### config.mk
export PLATFORM = sky130hd
export DESIGN_NAME = mains_period_deviation_logger_core
export DESIGN_NICKNAME = d
export VERILOG_FILES = /design/src/hdl/mpdl_pkg.sv /design/src/hdl/mpdl_div.sv /design/src/hdl/mains_period_deviation_logger_core.sv
export SDC_FILE = /design/constraint.sdc
export NUM_CORES = 1
export LEC_CHECK = 0
export BUFFER_PORTS_ARGS = -buffer_cell sky130_fd_sc_hd__buf_2
export CAP_MARGIN = 20
export CORE_UTILIZATION = 45
export DETAILED_ROUTE_END_ITERATION = 8
export HOLD_SLACK_MARGIN = 0.1
export SETUP_SLACK_MARGIN = 0.5
export SYNTH_ARGS = -nofsm -noshare
export SYNTH_HDL_FRONTEND = slang
export SYNTH_SLANG_ARGS = --single-unit
export TNS_END_PERCENT = 50
### constraint.sdc
create_clock -name clk -period 7.8 [get_ports clk]
set_clock_uncertainty 0.05 [all_clocks]
set_input_delay 1.17 -clock clk [delete_from_list [all_inputs] [get_ports clk]]
set_output_delay 1.17 -clock clk [all_outputs]
set_load 0.01 [all_outputs]
### src/hdl/mpdl_pkg.sv
// ----------------------------------------------------------------------------
// mpdl_pkg
// Shared types and constants for the mains period deviation logger.
// ----------------------------------------------------------------------------
package mpdl_pkg;

	// configuration register indexes
	localparam logic CFG_TIMEOUT = 1'b0;
	localparam logic CFG_OFFSET  = 1'b1;

	localparam int CFG_W = 21;

	// item kinds
	localparam logic KIND_CAPTURE = 1'b0;
	localparam logic KIND_STORE   = 1'b1;

	// shared divider geometry
	localparam int DIV_NW = 23;   // dividend / quotient bits
	localparam int DIV_DW = 16;   // divisor bits
	localparam int DIV_CW = 5;    // step counter bits

	localparam logic [DIV_DW-1:0] SCALE_DIVISOR  = 16'd125;
	localparam logic [31:0]       STORE_MIN_SECS = 32'd3;

	localparam int HIST_W = 18;

	typedef struct packed {
		logic        kind;
		logic [20:0] count_value;
		logic [31:0] uptime_seconds;
	} in_item_t;

	typedef struct packed {
		logic [7:0]         slot_index;
		logic signed [15:0] average_dev;
		logic               disturbance_seen;
		logic               missing_seen;
		logic               history_shifted;
		logic [31:0]        stored_seconds;
	} out_item_t;

endpackage

### src/hdl/mpdl_div.sv
// ----------------------------------------------------------------------------
// mpdl_div
// Restoring unsigned divider, one quotient bit per cycle.
// ----------------------------------------------------------------------------
module mpdl_div
	import mpdl_pkg::*;
(
	input  logic              clk,
	input  logic              arst_n,
	input  logic              start,
	input  logic [DIV_NW-1:0] dividend,
	input  logic [DIV_DW-1:0] divisor,
	output logic              done,
	output logic [DIV_NW-1:0] quotient
);

	logic              busy_q;
	logic              done_q;
	logic [DIV_CW-1:0] step_q;
	logic [DIV_DW-1:0] rem_q;
	logic [DIV_NW-1:0] quo_q;
	logic [DIV_DW-1:0] div_q;
	logic [DIV_DW:0]   rem_sh;
	logic              fits;

	assign rem_sh = {rem_q, quo_q[DIV_NW-1]};
	assign fits   = rem_sh >= {1'b0, div_q};

	always_ff @(posedge clk or negedge arst_n) begin
		if (!arst_n) begin
			busy_q <= 1'b0;
			done_q <= 1'b0;
			step_q <= '0;
		end else begin
			done_q <= 1'b0;
			if (start) begin
				busy_q <= 1'b1;
				step_q <= '0;
			end else if (busy_q) begin
				if (step_q == DIV_CW'(DIV_NW - 1)) begin
					busy_q <= 1'b0;
					done_q <= 1'b1;
				end
				step_q <= step_q + 1'b1;
			end
		end
	end

	always_ff @(posedge clk) begin
		if (start) begin
			rem_q <= '0;
			quo_q <= dividend;
			div_q <= divisor;
		end else if (busy_q) begin
			if (fits) begin
				rem_q <= DIV_DW'(rem_sh - {1'b0, div_q});
			end else begin
				rem_q <= rem_sh[DIV_DW-1:0];
			end
			quo_q <= {quo_q[DIV_NW-2:0], fits};
		end
	end

	assign done     = done_q;
	assign quotient = quo_q;

endmodule

### src/hdl/mains_period_deviation_logger_core.sv
// ----------------------------------------------------------------------------
// mains_period_deviation_logger_core
// Per-cycle mains period deviation accumulator with a one-second history log.
// ----------------------------------------------------------------------------
// Input requests carry either a period capture (kind 0) or a store tick
// (kind 1). A capture is scaled to microseconds, ((count - offset) * 2) / 125,
// classified against the timeout and folded into the accumulators. A store
// reads and clears the accumulators and, from uptime 3 s on, logs one entry
// and issues one output request carrying the average and status flags.
// Both channels use valid/stall; in_stall is high whenever a request is in
// progress, so one request is handled at a time.
// The shared divider produces one quotient bit per cycle; a capture runs
// through ST_DIV, a logging store through ST_DIV and then ST_EMIT, which
// loads the output register. An early store (uptime below 3) and a store with
// no good waves skip the divider; the former is finished within ST_IDLE.
// A finished result sits in the output register; captures keep being taken
// while it waits, and only the next logging store holds off until the
// receiver drops out_stall.
// Reset clears accumulators, history pointers and returns the registers to
// timeout 100 us and offset 12500 ticks. History RAM contents are not reset.
// History is kept as a ring: once full, the head advances instead of moving
// entries, which gives the same logical shift-down.
// Configuration writes land at once and are expected only while idle.
// ----------------------------------------------------------------------------
module mains_period_deviation_logger_core
	import mpdl_pkg::*;
#(
	parameter int HISTORY_DEPTH = 256
) (
	input  logic             clk,
	input  logic             arst_n,
	input  logic             cfg_we,
	input  logic             cfg_index,
	input  logic [CFG_W-1:0] cfg_data,
	input  logic             in_valid,
	output logic             in_stall,
	input  in_item_t         in_data,
	output logic             out_valid,
	input  logic             out_stall,
	output out_item_t        out_data
);

	localparam int IDX_W = (HISTORY_DEPTH > 1) ? $clog2(HISTORY_DEPTH) : 1;
	localparam logic [IDX_W-1:0] LAST_IDX = IDX_W'(HISTORY_DEPTH - 1);

	typedef enum logic [1:0] {ST_IDLE, ST_DIV, ST_EMIT} state_t;

	state_t state_q;

	// configuration
	logic [7:0]  timeout_q;
	logic [20:0] offset_q;

	// accumulators
	logic [15:0] dev_sum_q;
	logic [15:0] good_cnt_q;
	logic [15:0] dist_cnt_q;
	logic [15:0] miss_cnt_q;

	// request in flight
	logic        kind_q;
	logic        neg_q;
	logic        dis_q;
	logic        mis_q;
	logic [31:0] secs_q;
	logic [15:0] avg_q;

	// history pointers
	logic [IDX_W-1:0] wr_idx_q;
	logic [IDX_W-1:0] head_q;
	logic             full_q;
	logic [HIST_W-1:0] hist_mem [HISTORY_DEPTH];

	// output register
	logic      out_valid_q;
	out_item_t out_q;

	logic in_acc;
	assign in_acc   = in_valid && !in_stall;
	assign in_stall = (state_q != ST_IDLE);

	// capture scaling: magnitude of 2*(count - offset)
	logic signed [21:0] diff;
	logic signed [22:0] diff2;
	logic [DIV_NW-1:0]  cap_mag;
	logic               cap_neg;
	assign diff    = $signed({1'b0, in_data.count_value}) - $signed({1'b0, offset_q});
	assign diff2   = {diff, 1'b0};
	assign cap_neg = diff2[22];
	assign cap_mag = cap_neg ? DIV_NW'(-diff2) : DIV_NW'(diff2);

	// store average: magnitude of the signed sum
	logic signed [16:0] sum_ext;
	logic [16:0]        sum_mag;
	assign sum_ext = {dev_sum_q[15], dev_sum_q};
	assign sum_mag = dev_sum_q[15] ? 17'(-sum_ext) : 17'(sum_ext);

	logic store_logs;
	assign store_logs = (in_data.uptime_seconds >= STORE_MIN_SECS);

	// shared divider
	logic              div_start;
	logic [DIV_NW-1:0] div_dividend;
	logic [DIV_DW-1:0] div_divisor;
	logic              div_done;
	logic [DIV_NW-1:0] div_quo;

	always_comb begin
		div_start    = 1'b0;
		div_dividend = cap_mag;
		div_divisor  = SCALE_DIVISOR;
		if (in_acc) begin
			if (in_data.kind == KIND_CAPTURE) begin
				div_start = 1'b1;
			end else begin
				div_start    = store_logs && (good_cnt_q != '0);
				div_dividend = DIV_NW'(sum_mag);
				div_divisor  = good_cnt_q;
			end
		end
	end

	mpdl_div u_div (
		.clk      (clk),
		.arst_n   (arst_n),
		.start    (div_start),
		.dividend (div_dividend),
		.divisor  (div_divisor),
		.done     (div_done),
		.quotient (div_quo)
	);

	// signed deviation and classification at divider completion
	logic signed [16:0] dev;
	logic signed [16:0] lim;
	assign dev = neg_q ? -$signed({1'b0, div_quo[15:0]}) : $signed({1'b0, div_quo[15:0]});
	assign lim = $signed({9'b0, timeout_q});

	logic emit_go;
	assign emit_go = (state_q == ST_EMIT) && (!out_valid_q || !out_stall);

	logic [IDX_W-1:0] phys_addr;
	assign phys_addr = full_q ? head_q : wr_idx_q;

	always_ff @(posedge clk or negedge arst_n) begin
		if (!arst_n) begin
			state_q     <= ST_IDLE;
			timeout_q   <= 8'd100;
			offset_q    <= 21'd12500;
			dev_sum_q   <= '0;
			good_cnt_q  <= '0;
			dist_cnt_q  <= '0;
			miss_cnt_q  <= '0;
			wr_idx_q    <= '0;
			head_q      <= '0;
			full_q      <= 1'b0;
			out_valid_q <= 1'b0;
		end else begin
			if (out_valid_q && !out_stall) begin
				out_valid_q <= 1'b0;
			end
			if (cfg_we) begin
				case (cfg_index)
					CFG_TIMEOUT: timeout_q <= cfg_data[7:0];
					CFG_OFFSET:  offset_q  <= cfg_data[20:0];
					default: ;
				endcase
			end
			case (state_q)
				ST_IDLE: begin
					if (in_acc) begin
						if (in_data.kind == KIND_CAPTURE) begin
							state_q <= ST_DIV;
						end else begin
							dev_sum_q  <= '0;
							good_cnt_q <= '0;
							dist_cnt_q <= '0;
							miss_cnt_q <= '0;
							if (store_logs) begin
								state_q <= (good_cnt_q != '0) ? ST_DIV : ST_EMIT;
							end
						end
					end
				end
				ST_DIV: begin
					if (div_done) begin
						if (kind_q == KIND_CAPTURE) begin
							state_q <= ST_IDLE;
							if (dev > lim) begin
								dist_cnt_q <= dist_cnt_q + 1'b1;
							end else if (dev < -lim) begin
								miss_cnt_q <= miss_cnt_q + 1'b1;
							end else begin
								dev_sum_q  <= dev_sum_q + dev[15:0];
								good_cnt_q <= good_cnt_q + 1'b1;
							end
						end else begin
							state_q <= ST_EMIT;
						end
					end
				end
				ST_EMIT: begin
					if (emit_go) begin
						state_q     <= ST_IDLE;
						out_valid_q <= 1'b1;
						if (full_q) begin
							head_q <= (head_q == LAST_IDX) ? '0 : head_q + 1'b1;
						end else if (wr_idx_q == LAST_IDX) begin
							full_q <= 1'b1;
						end else begin
							wr_idx_q <= wr_idx_q + 1'b1;
						end
					end
				end
				default: state_q <= ST_IDLE;
			endcase
		end
	end

	// request payload and output register (no reset needed)
	always_ff @(posedge clk) begin
		if (in_acc) begin
			kind_q <= in_data.kind;
			secs_q <= in_data.uptime_seconds;
			dis_q  <= (dist_cnt_q != '0);
			mis_q  <= (miss_cnt_q != '0);
			avg_q  <= '0;
			neg_q  <= (in_data.kind == KIND_CAPTURE) ? cap_neg : dev_sum_q[15];
		end
		if (state_q == ST_DIV && div_done && kind_q == KIND_STORE) begin
			avg_q <= neg_q ? 16'(-div_quo[15:0]) : div_quo[15:0];
		end
		if (emit_go) begin
			out_q.slot_index       <= 8'(wr_idx_q);
			out_q.average_dev      <= $signed(avg_q);
			out_q.disturbance_seen <= dis_q;
			out_q.missing_seen     <= mis_q;
			out_q.history_shifted  <= full_q;
			out_q.stored_seconds   <= secs_q;
		end
	end

	// history RAM
	always_ff @(posedge clk) begin
		if (emit_go) begin
			hist_mem[phys_addr] <= {mis_q, dis_q, avg_q};
		end
	end

	assign out_valid = out_valid_q;
	assign out_data  = out_q;

	// ring pointers: head only moves once the history has filled
	a_head_idle: assert property (@(posedge clk) disable iff (!arst_n)
		!full_q |-> head_q == '0)
		else $error("history head moved before history filled");

	a_full_idx: assert property (@(posedge clk) disable iff (!arst_n)
		full_q |-> wr_idx_q == LAST_IDX)
		else $error("write index not at last slot while full");

	a_div_state: assert property (@(posedge clk) disable iff (!arst_n)
		div_done |-> state_q == ST_DIV)
		else $error("divider completed outside divide state");

	a_store_clear: assert property (@(posedge clk) disable iff (!arst_n)
		(in_acc && in_data.kind == KIND_STORE) |=>
			(dev_sum_q == '0 && good_cnt_q == '0 && dist_cnt_q == '0 && miss_cnt_q == '0))
		else $error("accumulators not cleared by store");

endmodule

# Word level (Yosys, flattened, before mapping)
# Index checks and enable logic that the tools add are counted.
# classes
addsub	13
n_lt_le_gt_ge	4
n_reduce_logical	27
n_eq_ne	14
bitwise	3
muxes	56
# ops
cell	n
$mux 16	21
$pmux 16 s2	4
$mux 23	5
$add 16x1->16 const B	3
$reduce_bool 16->1	3
$mux 17	2
$neg 16->17	2
$ge 32x2->1 const B	1
$neg 23->23	1
$sub 21x21->22	1
$ge 17x16->1	1
$gt 17x9->1	1
$lt 17x17->1	1
$neg 8->17	1
$add 16x16->16	1
$ne 2x2->1 const B	8
$neg 16->16	1
$sub 16x16->16	1
$mux 1	14
$mux 2	7
$reduce_and 7->1	2
$mux 5	2
$add 8x1->8 const B	1
$eq 8x8->1 const B	1
16 further kinds	32
# totals
reg_bits	278
input_bits	81
word_cells	145
output_inout_bits	61

# Longest topological paths before layout
# logic_depth
ltp_word	8
depth_mapped	19
mapped_depth_nobuf	15

# By module
# Synthesis repeated with hierarchy kept, for this count alone.
# hier_totals
cells_unflattened	1544
hier_area_um2	15950.3
# by_module_without_submodules
mod	area_per_inst_um2	seq_area_each_um2	cells_each	instances
mains_period_deviation_logger_core	12430.7	5972.0	1207	1
mpdl_div	3519.6	1666.6	337	1

# Worst setup path before layout
# No wires, ideal clock.
# synth_path
path_type	input to register
from	in out_stall
to	reg wr_idx_q[6]
required_ns	7.627
n_path_buf	0
stages	5
slack_ns	2.520
t_arrival_ns	5.107
setup_ns	0.123
path_cell_list	a21oi_1 nor3b_1 and3_1 nand4_1 xnor2_1
# synth_via
elab_chain_len	4
# synth_lines
item	line	source
start, declared	mains_period_deviation_logger_core.sv:39	input logic out_stall,
$logic_not 1->1	mains_period_deviation_logger_core.sv:140	assign emit_go = (state_q == ST_EMIT) && (!out_valid_q || !out_stall);
$logic_or 1x1->1	mains_period_deviation_logger_core.sv:140	
$logic_and 1x1->1	mains_period_deviation_logger_core.sv:140	
$reduce_and 4->1 (no line)	-	
end signal, assigned	mains_period_deviation_logger_core.sv:211	wr_idx_q <= wr_idx_q + 1'b1;
end, declared	mains_period_deviation_logger_core.sv:69	logic [IDX_W-1:0] wr_idx_q;
# No other way between the ends.
# A chain may end at the register's enable or synchronous reset.

# Final worst setup path
# layout_path
from	reg u_div.quo_q[3] (netlist: u_div.quotient[3])
to	reg dev_sum_q[15]
# layout_via
elab_chain_len	8
word_cells_on_any_way	13
cone_classes	add/sub (2); order compare (2); eq/ne (2); mux (6); reduce/logical (1)
# layout_lines
item	line	source
start, declared	mpdl_div.sv:21	logic [DIV_NW-1:0] quo_q;
start signal, assigned	mpdl_div.sv:52	quo_q <= dividend;
start signal, assigned	mpdl_div.sv:60	quo_q <= {quo_q[DIV_NW-2:0], fits};
$neg 16->17 (*)	mains_period_deviation_logger_core.sv:136	assign dev = neg_q ? -$signed({1'b0, div_quo[15:0]}) : $signed({1'b0, div_quo[15:0]});
$mux 17 (*)	mains_period_deviation_logger_core.sv:136	
net dev[6]	mains_period_deviation_logger_core.sv:134	logic signed [16:0] dev;
$add 16x16->16	mains_period_deviation_logger_core.sv:194	dev_sum_q <= dev_sum_q + dev[15:0];
$mux 16	mains_period_deviation_logger_core.sv:191	end else if (dev < -lim) begin
$mux 16	mains_period_deviation_logger_core.sv:189	if (dev > lim) begin
$mux 16	mains_period_deviation_logger_core.sv:187	if (kind_q == KIND_CAPTURE) begin
$mux 16	mains_period_deviation_logger_core.sv:186	if (div_done) begin
$pmux 16 s2	mains_period_deviation_logger_core.sv:169	case (state_q)
end signal, assigned	mains_period_deviation_logger_core.sv:194	
end, declared	mains_period_deviation_logger_core.sv:55	logic [15:0] dev_sum_q;
# Mark *: on every way through the listed nets, which the timed path passes. The rest lies on a longest branch. The select of a mux whose other input is x is not followed.

==> results.toml <==
[critical_path]
cp-start-kind = "flip-flop"
cp.arrival_ns = 5.44
reg2regPathDepth = 14
criticalPathCategory = "reg2reg"
worstReg2RegEnd = "dev_sum_q[15]$_DFFE_PN0P_"
critical_path.max_fanout = 37
rr_startpoint = "u_div.quotient[3]$_DFFE_PP_"
end_kind = "flip-flop"
r2r_slack_ns = 2.79
critPathRequiredTime_ns = 8.23

[timing]
worst_slack_ns = 2.79
worst_pin_slew_ns = 0.989
min_period_ns = 5.01
hold_slack_ns = 0.368
max_freq_mhz = 200
finalHoldViolCount = 0
setup_viol = 0
finalCritPeriodShare_pct = 64.2
slew_violations = 0
slew_headroom_pct = 34.0
setup_tns_ns = 0
rsz0062_at_grt = "false"

[min_path]
whs_endpoint = "out_data[26]$_DFFE_PP_"
holdCritStartpoint = "secs_q[26]$_DFFE_PP_"
hp-class = "reg2reg"
holdPathStages = 0

[floorplan]
die_y_um = 190
pin_count = 142
die_w_um = 190
rows = 68
core_um2 = 34500
die-area_um2 = 35900
start_util_pct = 45.8

[finish]
drive_gt1_share_pct = 16.0
fillCellCount = 3169
final_cells = 2135
final_util_pct = 52.2
final_area_um2 = 18000
antenna-diode-count = 0
area_growth_pct = 14.0
fin_nets = 1830

[grt]
first_global_vias = 11600
overflow = 0
grt_max_degree = 65
grt_pass1_wl_mm = 59.8
grt_use_total_pct = 20.5
antenna_found_initial = 0

[clocking]
clockBufferDepth = 3
post-cts-setup-buffers = 0
clockRootBuffer = "clkbuf_16"
clock_sinks = 278
cts_resized = 0
cts_tree = "built"
path_clk_slew_ns = 0.06
insertion_delay_ns = 0.56
cts_max_level = 1
cts-buffers-inserted = 30
holdBufCountCts = 0

[place]
dp_hpwl_mm = 26.9
place_inst = 2079
place_ws_ns = 2.86
place_area_um2 = 17000
routabilityCongestion = 0.874
portBuffers = 141

[synth]
yosysTopAreaCell = "edfxtp_1"
synthDominantCellAreaShare_pct = 28.5
synthArstFlopShare_pct = 40.3
ys.flop_type = "edfxtp_1"
synth-seq-cells = 278
synth-simple-area-share_pct = 16.4
synth_area_um2 = 15800
yosysUniqueCellTypes = 85
synth_fp_nets = 1701
synth_edf_count = 150
syn_inst = 1527
synth_fa_ha_area_share_pct = 7.50
synth_xor_area_share_pct = 5.65
yosysWarningCount = 0
synth_top_family_by_area = "simple AND/OR/NAND/NOR gates"
seq_area_frac_synth_pct = 48.3
synth_area_leaders = "edfxtp_1 (28%), dfrtp_1 (16%), ha_1 (7.1%)"
postSynthAreaPerCell_um2 = 10.4
muxShareOfSynthArea_pct = 2.67
synth_compound_area_share_pct = 15.5

[power_and_ir_drop]
netSwitchingPower_mw = 2.35
p_seq_share_pct = 35.2
combPwrFrac_pct = 40.4
p_int_mw = 3.88
ir_worst_vdd_mv = 0.174
p_per_area_nw_per_um2 = 345
netSwitchingFraction_pct = 37.7
p_total_mw = 6.22
clkPwrFrac_pct = 24.5
leakage_nw = 7.56

[detailed_routing]
vias = 12000
dr.pass1.iters = 5
drt_wl_total_mm = 36.9
wl_per_cell_um = 17.3
via_per_inst = 5.63
ant_nets = 0
drt_iter0_drc = 774
drc = 0

[run]
maxCapViolCount = 0

[status]
outcome = "finished, final reports clean"
==> cell families (layout without fill, tap and decap cells) <==
| group | count (synthesis) | in the layout |
|---|---|---|
| DFF | 278 | 278 |
| muxes | 39 | 39 |
| and+or+nand+nor | 505 | 505 |
| buffers and inverters | 160 | 313 |
| xor gates and xnor gates | 102 | 102 |
| adders and majority gates | 93 | 93 |
| AOI/OAI and AO/OA | 350 | 350 |
==> cells in the final DEF (no fill, tap or decap), drive strengths merged, types with 16 or more instances in the layout <==
master and instances:
nor2 105, nand3 41, inv 105, or3 28
nand4 35, o31ai 22, edfxtp 150, dfrtp 103
mux2 26, nor3 27, a211oi 18, o21ai 92
nor2b 24, nand2 119, ha 90, xnor2 65
a21oi 64, and3 29, a21o 20, buf 152
dfxtp 16, nor4 30, clkbuf 35, xor2 37
==> state kept, by name (all words and copies together), names as in the netlist, 2 cells and up <==
name and flops:
u_div.quotient 23, wr_idx_q 8, timeout_q 8, dist_cnt_q 16, avg_q 16, secs_q 32
u_div.step_q 5, state_q 2, good_cnt_q 16, u_div.div_q 16, miss_cnt_q 16, dev_sum_q 16
out_data 59, offset_q 21, u_div.rem_q 16
==> power groups by stage <==
stage          clock [mW]  combinational [mW]  sequential (mW)
4_1_cts              1.56                2.51             2.19
5_1_grt              1.61                2.81             2.23
3_5_place_dp            0                2.50             2.21
6_report             1.52                2.51             2.19
3_3_place_gp            0                2.44             2.21
2_1_floorplan           0                1.96             2.11
==> cell usage after synthesis, drive strengths merged, types with 8 or more instances <==
cell type  number
o31ai          22
edfxtp        150
a21oi          64
and2           12
buf            13
xor2           37
nand4          35
nor2          105
nor3           27
a22o           11
dfstp           9
or3            28
o21ai          92
nand2b         15
a31oi          11
mux2           26
o41ai          10
dfxtp          16
o211ai         12
xnor2          65
nor4           30
mux2i          13
a2111oi        10
clkbuf         42
dfrtp         103
inv           104
o21a           11
nand3          41
and3           29
a21o           20
nand2         119
o311ai          8
or4             8
ha             90
nor2b          24
nor3b          11
a211oi         18
==> worst max-delay path, cell delays in order (launching register included) <==
cell and delay, ns:
edfxtp_1 0.49, nor4_4 0.58, a21oi_1 0.16, xor2_1 0.58, ha_1 0.37, a211oi_1 0.30, o211ai_1 0.14, o211ai_1 0.30
o311ai_0 0.27, nor3_2 0.35, o21ai_2 0.21, and2_1 0.29, buf_4 0.27, or4_1 0.49, o21ai_0 0.08
==> worst max-delay path by stage <==
stage | cells after the start | endpoint | start | slack (ns)
global route | 14 | dev_sum_q[14]$_DFFE_PN0P_ | neg_q$_DFFE_PP_ | 2.55
detailed placement | 14 | dev_sum_q[15]$_DFFE_PN0P_ | u_div.quotient[3]$_DFFE_PP_ | 2.86
floorplan | 5 | wr_idx_q[6]$_DFFE_PN0P_ | out_stall | 2.52
global placement | 15 | good_cnt_q[0]$_DFFE_PN0P_ | u_div.quotient[0]$_DFFE_PP_ | 2.92
CTS | 14 | dev_sum_q[15]$_DFFE_PN0P_ | u_div.quotient[3]$_DFFE_PP_ | 2.86
finish | 14 | dev_sum_q[15]$_DFFE_PN0P_ | u_div.quotient[3]$_DFFE_PP_ | 2.79
==> cell type report <==
| class | count | area (um2) | share of cell area, % |
|---|---|---|---|
| clock buffers | 35 | 811 | 4.50 |
| well taps | 455 | 569 | 3.16 |
| flip-flops and latches | 278 | 7640 | 42.4 |
| clock inverters | 21 | 259 | 1.44 |
| inverters | 105 | 394 | 2.19 |
| multi-input cells | 1089 | 7570 | 42.0 |
| repair buffers | 152 | 791 | 4.38 |
==> metal layers <==
metal	vias up	GRT usage, %	share of wire, %
met5	-	0	0
met4	0	5.65	2.0
met3	61	2.77	6.3
met2	314	33.3	45
met1	5719	28.7	46
li1	5929	-	-
No activity file was read; power rests on OpenSTA's default activity.
